### src/rtl/sst_pkg.sv
// shared types, switch codes and store layout for the swing step sequencer
package sst_pkg;

	localparam int STORE_COLS = 19;
	localparam int STORE_ROWS = 6;
	localparam int CMDQ_DEPTH = 4;

	localparam logic [4:0] OPT1_COL   = 5'd16;
	localparam logic [4:0] OPT2_COL   = 5'd17;
	localparam logic [4:0] GLOBAL_COL = 5'd18;
	localparam logic [2:0] GLOBAL_ROW = 3'd4;

	localparam logic [1:0] SW_UP   = 2'd1;
	localparam logic [1:0] SW_DOWN = 2'd2;
	localparam logic [1:0] SW_MID  = 2'd3;

	localparam logic [15:0] SWING_MAX = 16'd45875;

	typedef struct packed {
		logic        is_load;
		logic        load_ok;
		logic [4:0]  col;
		logic [11:0] bits;
		logic [15:0] step;
		logic [15:0] swing;
	} cmd_t;

	function automatic logic [1:0] sw_at(input logic [11:0] bits, input logic [2:0] row);
		logic [11:0] sh;
		sh = bits >> {row, 1'b0};
		return (row < 3'(STORE_ROWS)) ? sh[1:0] : SW_MID;
	endfunction

endpackage

### src/rtl/sst_ram.sv
// generic single write port ram with registered read
module sst_ram #(
	parameter int WIDTH = 12,
	parameter int DEPTH = 19
) (
	input  logic                     clk,
	input  logic                     we,
	input  logic [$clog2(DEPTH)-1:0] waddr,
	input  logic [WIDTH-1:0]         wdata,
	input  logic [$clog2(DEPTH)-1:0] raddr,
	output logic [WIDTH-1:0]         rdata
);

	logic [WIDTH-1:0] mem_q [DEPTH];

	always_ff @(posedge clk) begin
		if (we) begin
			mem_q[waddr] <= wdata;
		end
		rdata <= mem_q[raddr];
	end

endmodule

### src/rtl/sst_cmdq.sv
// short command queue between the front and back parts
module sst_cmdq (
	input  logic          clk,
	input  logic          arst_n,
	input  logic          wr,
	input  sst_pkg::cmd_t wr_cmd,
	output logic          full,
	input  logic          rd,
	output sst_pkg::cmd_t rd_cmd,
	output logic          avail
);

	localparam int PTR_W = $clog2(sst_pkg::CMDQ_DEPTH);
	localparam int CNT_W = $clog2(sst_pkg::CMDQ_DEPTH + 1);

	sst_pkg::cmd_t     entry_q [sst_pkg::CMDQ_DEPTH];
	logic [PTR_W-1:0]  wr_ptr_q;
	logic [PTR_W-1:0]  rd_ptr_q;
	logic [CNT_W-1:0]  count_q;
	logic              do_wr;
	logic              do_rd;

	assign full   = (count_q == CNT_W'(sst_pkg::CMDQ_DEPTH));
	assign avail  = (count_q != '0);
	assign rd_cmd = entry_q[rd_ptr_q];
	assign do_wr  = wr && !full;
	assign do_rd  = rd && avail;

	always_ff @(posedge clk) begin
		if (do_wr) begin
			entry_q[wr_ptr_q] <= wr_cmd;
		end
	end

	always_ff @(posedge clk or negedge arst_n) begin
		if (!arst_n) begin
			wr_ptr_q <= '0;
			rd_ptr_q <= '0;
			count_q  <= '0;
		end else begin
			if (do_wr) begin
				wr_ptr_q <= (wr_ptr_q == PTR_W'(sst_pkg::CMDQ_DEPTH - 1)) ? '0 : wr_ptr_q + 1'b1;
			end
			if (do_rd) begin
				rd_ptr_q <= (rd_ptr_q == PTR_W'(sst_pkg::CMDQ_DEPTH - 1)) ? '0 : rd_ptr_q + 1'b1;
			end
			if (do_wr && !do_rd) begin
				count_q <= count_q + 1'b1;
			end else if (do_rd && !do_wr) begin
				count_q <= count_q - 1'b1;
			end
		end
	end

endmodule

### src/rtl/sst_front.sv
// input side: accepts items, classifies loads and ticks, clamps swing
module sst_front (
	input  logic          push,
	input  logic          q_full,
	input  logic          operation,
	input  logic [4:0]    column_index,
	input  logic [11:0]   column_bits,
	input  logic [15:0]   phase_step,
	input  logic [15:0]   swing_amount,
	output logic          q_wr,
	output sst_pkg::cmd_t q_cmd
);

	assign q_wr = push && !q_full;

	always_comb begin
		q_cmd.is_load = operation;
		q_cmd.load_ok = (column_index < 5'(sst_pkg::STORE_COLS));
		q_cmd.col     = column_index;
		q_cmd.bits    = column_bits;
		q_cmd.step    = phase_step;
		q_cmd.swing   = (swing_amount > sst_pkg::SWING_MAX) ? sst_pkg::SWING_MAX : swing_amount;
	end

endmodule

### src/rtl/sst_back.sv
// execution side: switch store, channel gate loop, phase wrap loop, result register
module sst_back #(
	parameter int CHANNELS        = 6,
	parameter int STEPS           = 16,
	parameter int PHASE_FRAC_BITS = 16
) (
	input  logic          clk,
	input  logic          arst_n,
	input  logic          cfg_we,
	input  logic [4:0]    cfg_data,
	input  logic          cmd_avail,
	input  sst_pkg::cmd_t cmd,
	output logic          cmd_pop,
	input  logic          pop,
	output logic          empty,
	output logic [5:0]    gates,
	output logic          beat_led,
	output logic          bar_led,
	output logic [3:0]    current_step,
	output logic          current_bar
);

	localparam int PW = PHASE_FRAC_BITS + 2;
	localparam int SW = $clog2(STEPS);
	localparam int CW = (CHANNELS > 1) ? $clog2(CHANNELS) : 1;
	localparam int AW = $clog2(sst_pkg::STORE_COLS);
	localparam logic [PW-1:0] ONE  = PW'(1) << PHASE_FRAC_BITS;
	localparam logic [PW-1:0] HALF = PW'(1) << (PHASE_FRAC_BITS - 1);

	typedef enum logic [4:0] {
		ST_IDLE = 5'b00001,
		ST_GATE = 5'b00010,
		ST_LAST = 5'b00100,
		ST_WRAP = 5'b01000,
		ST_DONE = 5'b10000
	} state_t;

	state_t                      state_q;
	logic [4:0]                  pl_q;
	logic [SW-1:0]               step_q;
	logic                        bar_q;
	logic [PW-1:0]               phase_q;
	logic [PW-1:0]               wrap_q;
	logic [PW-1:0]               stepfx_q;
	logic [SW-1:0]               cur_step_q;
	logic                        cur_bar_q;
	logic [CW-1:0]               ch_q;
	logic [CHANNELS-1:0]         gates_q;
	logic [11:0]                 opt1_q;
	logic [11:0]                 opt2_q;
	logic [11:0]                 glob_q;
	logic [sst_pkg::STORE_COLS-1:0] valid_q;
	logic [CW-1:0]               ch_s1;
	logic [2:0]                  row_s1;
	logic                        rd_ok_s1;
	logic                        eval_s1;
	logic                        out_valid_q;
	logic [5:0]                  out_gates_q;
	logic [3:0]                  out_step_q;
	logic                        out_bar_q;

	logic [PHASE_FRAC_BITS+15:0] step_ext;
	logic [PHASE_FRAC_BITS+15:0] swing_ext;
	logic [PW-1:0]               step_fx;
	logic [PW-1:0]               swing_fx;
	logic [PW-1:0]               wrap_new;
	logic                        ram_we;
	logic [11:0]                 rd_data;
	logic [2:0]                  ch_row;
	logic [2:0]                  row_sel;
	logic [1:0]                  s1;
	logic [1:0]                  s2;
	logic [1:0]                  g1;
	logic [3:0]                  step4;
	logic [5:0]                  half_sum;
	logic [4:0]                  col;
	logic                        en;
	logic                        rd_ok;
	logic [1:0]                  sw_rd;
	logic                        play;
	logic [4:0]                  step_inc;
	logic                        step_wrap;
	logic                        out_free;

	// q0.16 to phase format
	assign step_ext  = {cmd.step, {PHASE_FRAC_BITS{1'b0}}};
	assign swing_ext = {cmd.swing, {PHASE_FRAC_BITS{1'b0}}};
	assign step_fx   = PW'(step_ext[PHASE_FRAC_BITS+15:16]);
	assign swing_fx  = PW'(swing_ext[PHASE_FRAC_BITS+15:16]);
	assign wrap_new  = step_q[0] ? (ONE - swing_fx) : (ONE + swing_fx);

	assign cmd_pop  = (state_q == ST_IDLE) && cmd_avail;
	assign ram_we   = cmd_pop && cmd.is_load && cmd.load_ok;
	assign out_free = !out_valid_q || pop;

	sst_ram #(
		.WIDTH(12),
		.DEPTH(sst_pkg::STORE_COLS)
	) u_store (
		.clk  (clk),
		.we   (ram_we),
		.waddr(cmd.col[AW-1:0]),
		.wdata(cmd.bits),
		.raddr(col[AW-1:0]),
		.rdata(rd_data)
	);

	// per channel column and row selection
	always_comb begin
		ch_row   = 3'(ch_q);
		s1       = sst_pkg::sw_at(opt1_q, ch_row);
		s2       = sst_pkg::sw_at(opt2_q, ch_row);
		g1       = sst_pkg::sw_at(glob_q, sst_pkg::GLOBAL_ROW);
		step4    = 4'(step_q);
		half_sum = 6'(step4) + (bar_q ? 6'(pl_q) : 6'd0);
		row_sel  = ch_row;
		if (s2 == sst_pkg::SW_DOWN) begin
			row_sel = (ch_row == 3'd0) ? 3'(CHANNELS - 1) : ch_row - 3'd1;
		end else if (s2 == sst_pkg::SW_UP) begin
			row_sel = (ch_row == 3'(CHANNELS - 1)) ? 3'd0 : ch_row + 3'd1;
		end
		en  = 1'b1;
		col = 5'(step4);
		if (g1 == sst_pkg::SW_MID && s1 == sst_pkg::SW_DOWN) begin
			col = {2'b00, step4[2:0]};
		end else if (g1 == sst_pkg::SW_MID && s1 == sst_pkg::SW_UP) begin
			col = {2'b01, step4[2:0]};
		end else if (g1 == sst_pkg::SW_UP && s1 == sst_pkg::SW_DOWN) begin
			col = half_sum[5:1];
		end else if (g1 == sst_pkg::SW_UP && s1 == sst_pkg::SW_UP) begin
			en = !bar_q;
		end
		rd_ok = en && (col < 5'(sst_pkg::STORE_COLS)) && valid_q[col[AW-1:0]];
	end

	// gate from the column read in the previous cycle
	always_comb begin
		sw_rd = rd_ok_s1 ? sst_pkg::sw_at(rd_data, row_s1) : sst_pkg::SW_MID;
		play  = (sw_rd != sst_pkg::SW_MID) && !(sw_rd == sst_pkg::SW_DOWN && phase_q >= HALF);
	end

	assign step_inc  = 5'(step_q) + 5'd1;
	assign step_wrap = (step_inc >= 5'(STEPS)) || (step_inc >= pl_q);

	always_ff @(posedge clk) begin
		ch_s1  <= ch_q;
		row_s1 <= row_sel;
		if (cmd_pop && !cmd.is_load) begin
			stepfx_q   <= step_fx;
			wrap_q     <= wrap_new;
			cur_step_q <= step_q;
			cur_bar_q  <= bar_q;
		end
		if (state_q == ST_DONE && out_free) begin
			out_gates_q <= 6'(gates_q);
			out_step_q  <= 4'(cur_step_q);
			out_bar_q   <= cur_bar_q;
		end
	end

	always_ff @(posedge clk or negedge arst_n) begin
		if (!arst_n) begin
			state_q     <= ST_IDLE;
			pl_q        <= 5'd16;
			step_q      <= '0;
			bar_q       <= 1'b0;
			phase_q     <= '0;
			ch_q        <= '0;
			gates_q     <= '0;
			opt1_q      <= '1;
			opt2_q      <= '1;
			glob_q      <= '1;
			valid_q     <= '0;
			rd_ok_s1    <= 1'b0;
			eval_s1     <= 1'b0;
			out_valid_q <= 1'b0;
		end else begin
			if (cfg_we) begin
				pl_q <= cfg_data;
			end
			rd_ok_s1 <= rd_ok;
			eval_s1  <= (state_q == ST_GATE);
			if (eval_s1) begin
				gates_q[ch_s1] <= play;
			end
			if (state_q == ST_DONE && out_free) begin
				out_valid_q <= 1'b1;
			end else if (pop && out_valid_q) begin
				out_valid_q <= 1'b0;
			end
			case (state_q)
				ST_IDLE: begin
					if (cmd_avail) begin
						if (cmd.is_load) begin
							if (cmd.load_ok) begin
								valid_q[cmd.col[AW-1:0]] <= 1'b1;
								if (cmd.col == sst_pkg::OPT1_COL) begin
									opt1_q <= cmd.bits;
								end
								if (cmd.col == sst_pkg::OPT2_COL) begin
									opt2_q <= cmd.bits;
								end
								if (cmd.col == sst_pkg::GLOBAL_COL) begin
									glob_q <= cmd.bits;
								end
							end
						end else begin
							ch_q    <= '0;
							gates_q <= '0;
							state_q <= ST_GATE;
						end
					end
				end
				ST_GATE: begin
					if (ch_q == CW'(CHANNELS - 1)) begin
						state_q <= ST_LAST;
					end else begin
						ch_q <= ch_q + 1'b1;
					end
				end
				ST_LAST: begin
					phase_q <= phase_q + stepfx_q;
					state_q <= ST_WRAP;
				end
				ST_WRAP: begin
					if (phase_q >= wrap_q) begin
						phase_q <= phase_q - wrap_q;
						if (step_wrap) begin
							step_q <= '0;
							bar_q  <= !bar_q;
						end else begin
							step_q <= step_inc[SW-1:0];
						end
					end else begin
						state_q <= ST_DONE;
					end
				end
				ST_DONE: begin
					if (out_free) begin
						state_q <= ST_IDLE;
					end
				end
				default: begin
					state_q <= ST_IDLE;
				end
			endcase
		end
	end

	assign empty        = !out_valid_q;
	assign gates        = out_gates_q;
	assign current_step = out_step_q;
	assign current_bar  = out_bar_q;
	assign beat_led     = (out_step_q[1:0] == 2'd0);
	assign bar_led      = !out_bar_q;

endmodule

### src/rtl/swing_step_sequencer_tick.sv
// top level of the six-channel swing step sequencer
// Usage:
//  Input queue: drive the item fields with push high; the item transfers on a rising
//  edge with push high and full low. operation 1 loads column_bits into switch column
//  column_index (indexes above 18 are dropped), operation 0 is a time tick.
//  Result queue: a tick result sits on gates, beat_led, bar_led, current_step and
//  current_bar while empty is low and transfers on a rising edge with pop high.
//  Loads give no result. cfg_we writes cfg_data into the step count at once.
//  Flow: a four entry command queue sits between input and execution. A load is
//  executed in the idle state. A tick runs the channel loop, a phase add, then the
//  wrap loop until no phase wrap is left: the channel loop reads the switch RAM once
//  per channel, and the wrap loop does one subtract and compare per cycle.
//  Reset: every switch reads as middle, step, bar and phase are zero,
//  the step count is 16. No clearing pass is needed.
//  Stall: a result waits in its output register; execution holds the next finished
//  tick, items keep filling the command queue, and full rises when it is full.
module swing_step_sequencer_tick #(
	parameter int CHANNELS        = 6,
	parameter int STEPS           = 16,
	parameter int PHASE_FRAC_BITS = 16
) (
	input  logic        clk,
	input  logic        arst_n,
	input  logic        push,
	output logic        full,
	input  logic        operation,
	input  logic [4:0]  column_index,
	input  logic [11:0] column_bits,
	input  logic [15:0] phase_step,
	input  logic [15:0] swing_amount,
	output logic        empty,
	input  logic        pop,
	output logic [5:0]  gates,
	output logic        beat_led,
	output logic        bar_led,
	output logic [3:0]  current_step,
	output logic        current_bar,
	input  logic        cfg_we,
	input  logic [4:0]  cfg_data
);

	logic          q_wr;
	sst_pkg::cmd_t q_wr_cmd;
	logic          q_rd;
	sst_pkg::cmd_t q_rd_cmd;
	logic          q_avail;

	sst_front u_front (
		.push        (push),
		.q_full      (full),
		.operation   (operation),
		.column_index(column_index),
		.column_bits (column_bits),
		.phase_step  (phase_step),
		.swing_amount(swing_amount),
		.q_wr        (q_wr),
		.q_cmd       (q_wr_cmd)
	);

	sst_cmdq u_cmdq (
		.clk   (clk),
		.arst_n(arst_n),
		.wr    (q_wr),
		.wr_cmd(q_wr_cmd),
		.full  (full),
		.rd    (q_rd),
		.rd_cmd(q_rd_cmd),
		.avail (q_avail)
	);

	sst_back #(
		.CHANNELS       (CHANNELS),
		.STEPS          (STEPS),
		.PHASE_FRAC_BITS(PHASE_FRAC_BITS)
	) u_back (
		.clk         (clk),
		.arst_n      (arst_n),
		.cfg_we      (cfg_we),
		.cfg_data    (cfg_data),
		.cmd_avail   (q_avail),
		.cmd         (q_rd_cmd),
		.cmd_pop     (q_rd),
		.pop         (pop),
		.empty       (empty),
		.gates       (gates),
		.beat_led    (beat_led),
		.bar_led     (bar_led),
		.current_step(current_step),
		.current_bar (current_bar)
	);

	a_pop_has_cmd: assert property (@(posedge clk) disable iff (!arst_n)
		q_rd |-> q_avail)
		else $error("command taken from an empty queue");

	a_no_write_when_full: assert property (@(posedge clk) disable iff (!arst_n)
		q_wr |-> !full)
		else $error("command written into a full queue");

	a_step_in_range: assert property (@(posedge clk) disable iff (!arst_n)
		!empty |-> (5'(current_step) < 5'(STEPS)))
		else $error("result step beyond pattern");

	a_unused_gates_low: assert property (@(posedge clk) disable iff (!arst_n)
		!empty |-> ((gates >> CHANNELS) == 6'd0))
		else $error("gate set for a missing channel");

endmodule

### config.mk
export PLATFORM = sky130hd
export DESIGN_NAME = swing_step_sequencer_tick
export DESIGN_NICKNAME = d
export VERILOG_FILES = /design/src/rtl/sst_pkg.sv /design/src/rtl/sst_ram.sv /design/src/rtl/sst_cmdq.sv /design/src/rtl/sst_front.sv /design/src/rtl/sst_back.sv /design/src/rtl/swing_step_sequencer_tick.sv
export SDC_FILE = /design/constraint.sdc
export NUM_CORES = 1
export LEC_CHECK = 0
export ABC_AREA = 1
export BUFFER_PORTS_ARGS = -buffer_cell sky130_fd_sc_hd__buf_2
export CORE_MARGIN = 5
export CORE_UTILIZATION = 65
export CTS_CLUSTER_DIAMETER = 120
export DETAILED_ROUTE_END_ITERATION = 6
export PLACE_DENSITY = 0.86
export SYNTH_ARGS = -nofsm -noshare
export SYNTH_HDL_FRONTEND = slang
export SYNTH_SLANG_ARGS = --single-unit
### constraint.sdc
create_clock -name clk -period 9.8 [get_ports clk]
set_clock_uncertainty 0.05 [all_clocks]
set_input_delay 0 -clock clk [delete_from_list [all_inputs] [get_ports clk]]
set_output_delay 0 -clock clk [all_outputs]
set_load 0.02 [all_outputs]
==> impl_metrics.csv, run 1 <==
group,metric,value,unit
sta,fin_ws,4500,ps
grt,track_usage,31.6,%
pwr,p_per_area,313,nW/um^2
sta,period_needed,5300,ps
pwr,vdd_drop_max,0.000206,V
min_path,hold_class,"in2reg",
grt,grt_first_pass_wirelength,111000,um
sta,period_share,54.1,%
critical_path,arrival,5790,ps
critical_path,critPathKind,"reg2reg",
grt,grt_pass1_vias,19900,
critical_path,required,10280,ps
sta,worst_slew_pin_slew,1410,ps
clock_network,clkTransAtPathRegs,70,ps
synth,avgSynthCellArea,10.5,um^2
pwr,fin_total_pwr,9.49,mW
die,die_w,213,um
clock_network,cts_sinks,596,
critical_path,cp_slowest_stage_delay,1170,ps
sta,finalHoldViolCount,0,
grt,overflow,0,
grt,grt_max_degree,106,
critical_path,crit_path_max_fanout,52,
die,fp-row-count,74,
sta,rsz0062_at_grt,"false",
sta,holdWs,60.2,ps
synth,synth_edf_count,481,
run_status,failed_checks,"design-rule violations, max-capacitance violations",
route,num_vias,20200,
job,cap_violations,1,
clock_network,clk_path_buf_depth,3,
clock_network,hold_buffers,71,
placement,dp.final_hpwl,41500,um
die,pin_count,75,
sta,tns,0,ps
sta,drv_slew,0,
final_layout,antennaDiodeCount,0,
synth,ys_seq_area_share,64.5,%
critical_path,critPathCaptureType,"register",
sta,slew_headroom,5.66,%
grt,antenna_found_initial,2,
clock_network,insertion_delay,650,ps
die,start_util,65.6,%
clock_network,post_cts_resized,0,
critical_path,crit_chain,"nand3_1, inv_1, fa_1, inv_1, nand4_1, nand2_2, buf_4, nand2_1, nand3_1, nand3_1, nand3_1, nand2_1, nand2_1, nand2_1",
placement,io_buffer_count,74,
clock_network,cts_made_buffers,57,
final_layout,final_core_util,74.3,%
clock_network,cts_root_buf,"clkbuf_16",
synth,yosys_warnings,0,
pwr,leakage,12.5,nW
critical_path,start_kind,"register",
placement,postPlaceCellArea,27700,um^2
synth,yosysUniqueCellTypes,57,
die,dieArea,45400,um^2
sta,finalSetupViolCount,0,
placement,pre_cts_ws,4830,ps
final_layout,fin_nets,2799,
synth,ys.flop_type,"edfxtp_1",
route,drtPass1Iterations,7,
clock_network,htreeDepth,2,
route,drt_wl_total,72000,um
route,wl_per_cell,22.1,um
synth,syn-instance-count,2550,
synth,ys_ff_latch,596,
critical_path,cpMaxStageDelayCell,"nand2_2",
sta,clock.fmax,189,MHz
final_layout,area_growth,13.3,%
die,fp.dieH,213,um
synth,async_reset_ff_share,16.3,%
clock_network,tritoncts,"done",
clock_network,cts_setup_buffers,0,
final_layout,post_layout_nonfiller_instances,3262,
final_layout,drive_gt1_share,9.71,%
run_status,status,"finished with violations",
route,dr.first_iter.drc_count,2953,
die,core,40800,um^2
final_layout,stdcell_area,30300,um^2
synth,syn-cell-area,26800,um^2
route,detail-route-antenna-nets,0,
route,drc_errors,5,
route,vias_per_cell,6.20,
placement,gp_congestion,0.945,
placement,place_inst,3084,
synth,synth_fp_nets,2667,
power by group:
| part | total, mW | internal, mW | leakage (nW) | switching (mW) |
|---|---|---|---|---|
| Combinational | 3.48 | 0.966 | 5.87 | 2.51 |
| Sequential | 3.72 | 3.49 | 5.71 | 0.225 |
| Clock | 2.29 | 1.31 | 0.929 | 0.975 |
registers in the layout, indices dropped and copies added, names as in the netlist, 2 cells and up:
signal and cells:
u_back.current_step 4, u_back.row_s1 3, u_back.valid_q 19, u_cmdq.count_q 3, u_cmdq.wr_ptr_q 2, u_back.step4 4, u_back.gates_q 6, u_back.opt1_q 12
u_cmdq.rd_ptr_q 2, u_back.phase_q 18, u_back.ch_s1 3, u_back.wrap_q 17, u_back.opt2_q 12, u_back.u_store.rdata 12, u_back.state_q 5, u_back.glob_q 2
u_cmdq.entry_q 204, u_back.gates 6, u_back.pl_q 5, u_back.cur_step_q 4, u_back.stepfx_q 16, u_back.u_store.mem_q 228, u_back.ch_q 3
synthesized netlist by cell type (17+ instances only):
| library cell | instances | area [um^2] |
|---|---|---|
| nand2_1 | 507 | 1900 |
| edfxtp_1 | 481 | 14400 |
| inv_1 | 332 | 1250 |
| nand3_1 | 253 | 1270 |
| nor2_1 | 189 | 709 |
| o21ai_0 | 187 | 936 |
| a21oi_1 | 85 | 425 |
| dfrtp_1 | 69 | 1730 |
| clkbuf_1 | 60 | 225 |
| ha_1 | 53 | 663 |
| o22ai_1 | 33 | 206 |
| dfstp_2 | 28 | 736 |
| buf_2 | 24 | 120 |
| nand3b_1 | 24 | 180 |
| dfxtp_1 | 18 | 360 |
| xnor2_1 | 17 | 149 |
| xor2_1 | 17 | 149 |
layer usage:
| layer | vias up | wire [um] | GRT usage [%] |
|---|---|---|---|
| met5 | - | 33 | 0 |
| met4 | 4 | 2600 | 11.0 |
| met3 | 228 | 8550 | 7.05 |
| met2 | 1487 | 34000 | 51.1 |
| met1 | 9562 | 26800 | 43.1 |
| li1 | 8953 | - | - |
placed cells by master, fill, tap and decap left out, drive strengths merged, types with 18 or more instances in the layout:
cell type / synthesis / routed
a21oi: 86 / 86
edfxtp: 481 / 481
dlygate4sd3: 0 / 70
o22ai: 33 / 33
nand3b: 24 / 24
dfxtp: 18 / 18
nor2: 192 / 192
nand3: 255 / 255
dfrtp: 69 / 69
o21ai: 194 / 194
clkbuf: 60 / 82
dfstp: 28 / 28
ha: 53 / 53
nand2: 510 / 510
buf: 39 / 102
inv: 339 / 340
critical path, delay by kind of cell (launching register included):
family / cells / cell delay [ps]
adder cells (fa/ha/maj): 1 / 460
AND/OR/NAND/NOR: 10 / 3090
flip-flops: 1 / 780
buffers and inverters: 3 / 800
final timing paths:
path,start,to,slack [ps],cells past startpoint
max in group asynchronous,arst_n,u_cmdq.count_q[2],8440,4
min in group asynchronous,arst_n,u_back.opt1_q[9],530,3
worst min register to register,u_back.cur_step_q[3],u_back.current_step[3],370,0
worst max register to register,u_back.step4[0],u_back.u_store.rdata[8],4500,14
worst max-delay path,u_back.step4[0],u_back.u_store.rdata[8],4500,14
worst min-delay path,column_bits[11],u_cmdq.entry_q[1][43],60,2
area by class of cell:
class	instances	area, um^2
clock buffer	82	1580
clock inverter	25	358
fill	2473	10500
inverter	340	1280
multi-input combinational	1515	7900
sequential	596	17300
tap	532	666
timing repair buffer	172	1300
cells by family after synthesis:
logic type	count (synthesis)	share of synthesized area [%]
DFF	596	64.5
muxes	15	0.570
xor gates and xnor gates	34	1.11
and+or+nand+nor	1034	16.7
AOI/OAI and AO/OA	375	7.94
buffers and inverters	439	6.46
adders and majority gates	57	2.77
Power figures use the tool's default switching activity.
==> inputs of run 2 (changes only) <==
CORE_UTILIZATION = 56   (was 65)
PLACE_DENSITY = 0.79   (was 0.86)
clock period = 4.26 ns   (was 9.8 ns; I/O delays follow)
==> impl_metrics.csv, run 2 (synthesized netlist as in run 1, its figures left out) <==
group,metric,value,unit
critical_path,crit_path_max_fanout,31,
placement,postPlaceCellArea,28000,um^2
sta,drv_slew,0,
route,dr.first_iter.drc_count,2501,
final_layout,final_core_util,64.5,%
die,fp-row-count,80,
critical_path,start_kind,"register",
placement,io_buffer_count,74,
grt,grt_max_degree,95,
critical_path,crit_chain,"inv_2, nand3_1, nand2_1, a21oi_4, nand3_4, nand2_2, nand2_2, buf_4, nand2_1, nand3_1, nand3_1, nand3_1, nand2_1, nand2_1, nand2_1",
grt,track_usage,25.2,%
placement,place_inst,3193,
final_layout,drive_gt1_share,10.8,%
run_status,status,"completed",
route,drt_wl_total,67000,um
grt,antenna_found_initial,0,
clock_network,cts_sinks,596,
die,die_w,229,um
clock_network,insertion_delay,650,ps
sta,finalSetupViolCount,0,
placement,dp.final_hpwl,41200,um
route,vias_per_cell,5.80,
pwr,leakage,12.7,nW
grt,grt_first_pass_wirelength,106000,um
sta,rsz0062_at_grt,"false",
clock_network,cts_root_buf,"clkbuf_16",
critical_path,arrival,4210,ps
final_layout,post_layout_nonfiller_instances,3367,
critical_path,critPathKind,"reg2reg",
final_layout,multi_input_area,7910,um^2
final_layout,mostFrequentLayoutCell,"nand2_1",
final_layout,final_cell_mix,"nand2_1, edfxtp_1, inv_1",
sta,slew_headroom,11.4,%
pwr,vdd_drop_max,0.000482,V
die,pin_count,75,
final_layout,largest_register,"u_back.u_store.mem_q",
critical_path,required,4770,ps
final_layout,register_area,17300,um^2
placement,gp_congestion,0.923,
die,fp.dieH,229,um
clock_network,htreeDepth,2,
sta,clock.fmax,270,MHz
clock_network,clkTransAtPathRegs,60,ps
sta,worst_slew_pin_slew,1330,ps
final_layout,top_regs,"u_back.u_store.mem_q x228, u_cmdq.entry_q x204, u_back.valid_q x19",
grt,overflow,0,
critical_path,crit_top_cell,"nand2_1",
route,detail-route-antenna-nets,0,
grt,grt_pass1_vias,19300,
sta,period_needed,3710,ps
critical_path,critPathCaptureType,"register",
critical_path,cp_slowest_stage_delay,740,ps
route,wl_per_cell,19.9,um
final_layout,area_growth,14.4,%
final_layout,antennaDiodeCount,0,
sta,finalHoldViolCount,0,
final_layout,fin_nets,2825,
die,dieArea,52300,um^2
sta,period_share,87.0,%
clock_network,tritoncts,"done",
die,start_util,56.3,%
clock_network,cts_made_buffers,58,
clock_network,clk_path_buf_depth,3,
pwr,p_per_area,708,nW/um^2
critical_path,cpMaxStageDelayCell,"dfrtp_1",
final_layout,fillers,3420,
min_path,hold_class,"in2async",
sta,holdWs,4.12,ps
final_layout,stdcell_area,30600,um^2
route,drtPass1Iterations,6,
job,cap_violations,0,
sta,tns,0,ps
route,drc_errors,0,
critical_path,worst-path-buf-inv,2,
final_layout,largest_reg_flops,228,
route,num_vias,19500,
die,core,47500,um^2
critical_path,path_delay_family,"simple AND/OR/NAND/NOR gates",
[run 2: changes by cell type in the layout (fill, tap and decap cells not counted), sizes merged]
| cell | delta |
|---|---|
| inv | +2 |
| clkinvlp | +1 |
| clkinv | +1 |
| buf | +25 |
| bufinv | +1 |
| clkbuf | -8 |
[run 2: cell type report]
| cell class | instances | share of cell area [%] |
|---|---|---|
| timing repair buffer | 197 | 4.84 |
| clock buffer | 74 | 5.03 |
| clock inverter | 30 | 1.28 |
| inverter | 340 | 4.16 |
| multi-input combinational | 1515 | 25.8 |
| tap | 615 | 2.51 |
| sequential | 596 | 56.4 |
[run 2: path summary, 6_finish.rpt]
| check | slack, ps | to | start | cells past startpoint |
|---|---|---|---|---|
| worst max-delay path | 550 | u_back.u_store.rdata[4] | u_back.ch_q[0] | 15 |
| worst min-delay path | 4 | u_back.state_q[2] | arst_n | 2 |
| worst max register to register | 550 | u_back.u_store.rdata[4] | u_back.ch_q[0] | 15 |
| worst min register to register | 370 | u_back.current_bar | u_back.cur_bar_q | 0 |
| max in group asynchronous | 3190 | u_back.opt2_q[1] | arst_n | 3 |
| min in group clk | 50 | u_cmdq.entry_q[0][38] | column_bits[6] | 2 |
[run 2: where the power goes]
part	switching, mW	leakage, nW	internal [mW]	total (mW)
sequential	0.502	5.71	8.03	8.53
combinational	5.64	6.00	2.28	7.92
clock	2.21	0.943	3.05	5.26
total	8.35	12.7	13.4	21.7
[run 2: stage by stage]
step,total power [mW],worst slack (ps)
detailed placement,16.3,720
floorplan,13.7,662
global route,22.9,220
finish,21.7,554
global placement,16.0,811
CTS,21.6,632
[run 2: timing repair]
item                      CTS  global route
hold buffers               70             0
buffers inserted            0             0
hold endpoints to repair  295             0
gates resized for setup     0             0
[run 2: per-layer routing]
metal / wire length (um) / global-route usage [%] / vias up
li1: - / - / 8999
met1: 27700 / 36.0 / 9310
met2: 31100 / 39.9 / 1087
met3: 6170 / 4.36 / 138
met4: 1970 / 8.56 / 0
met5: 0 / 0 / -
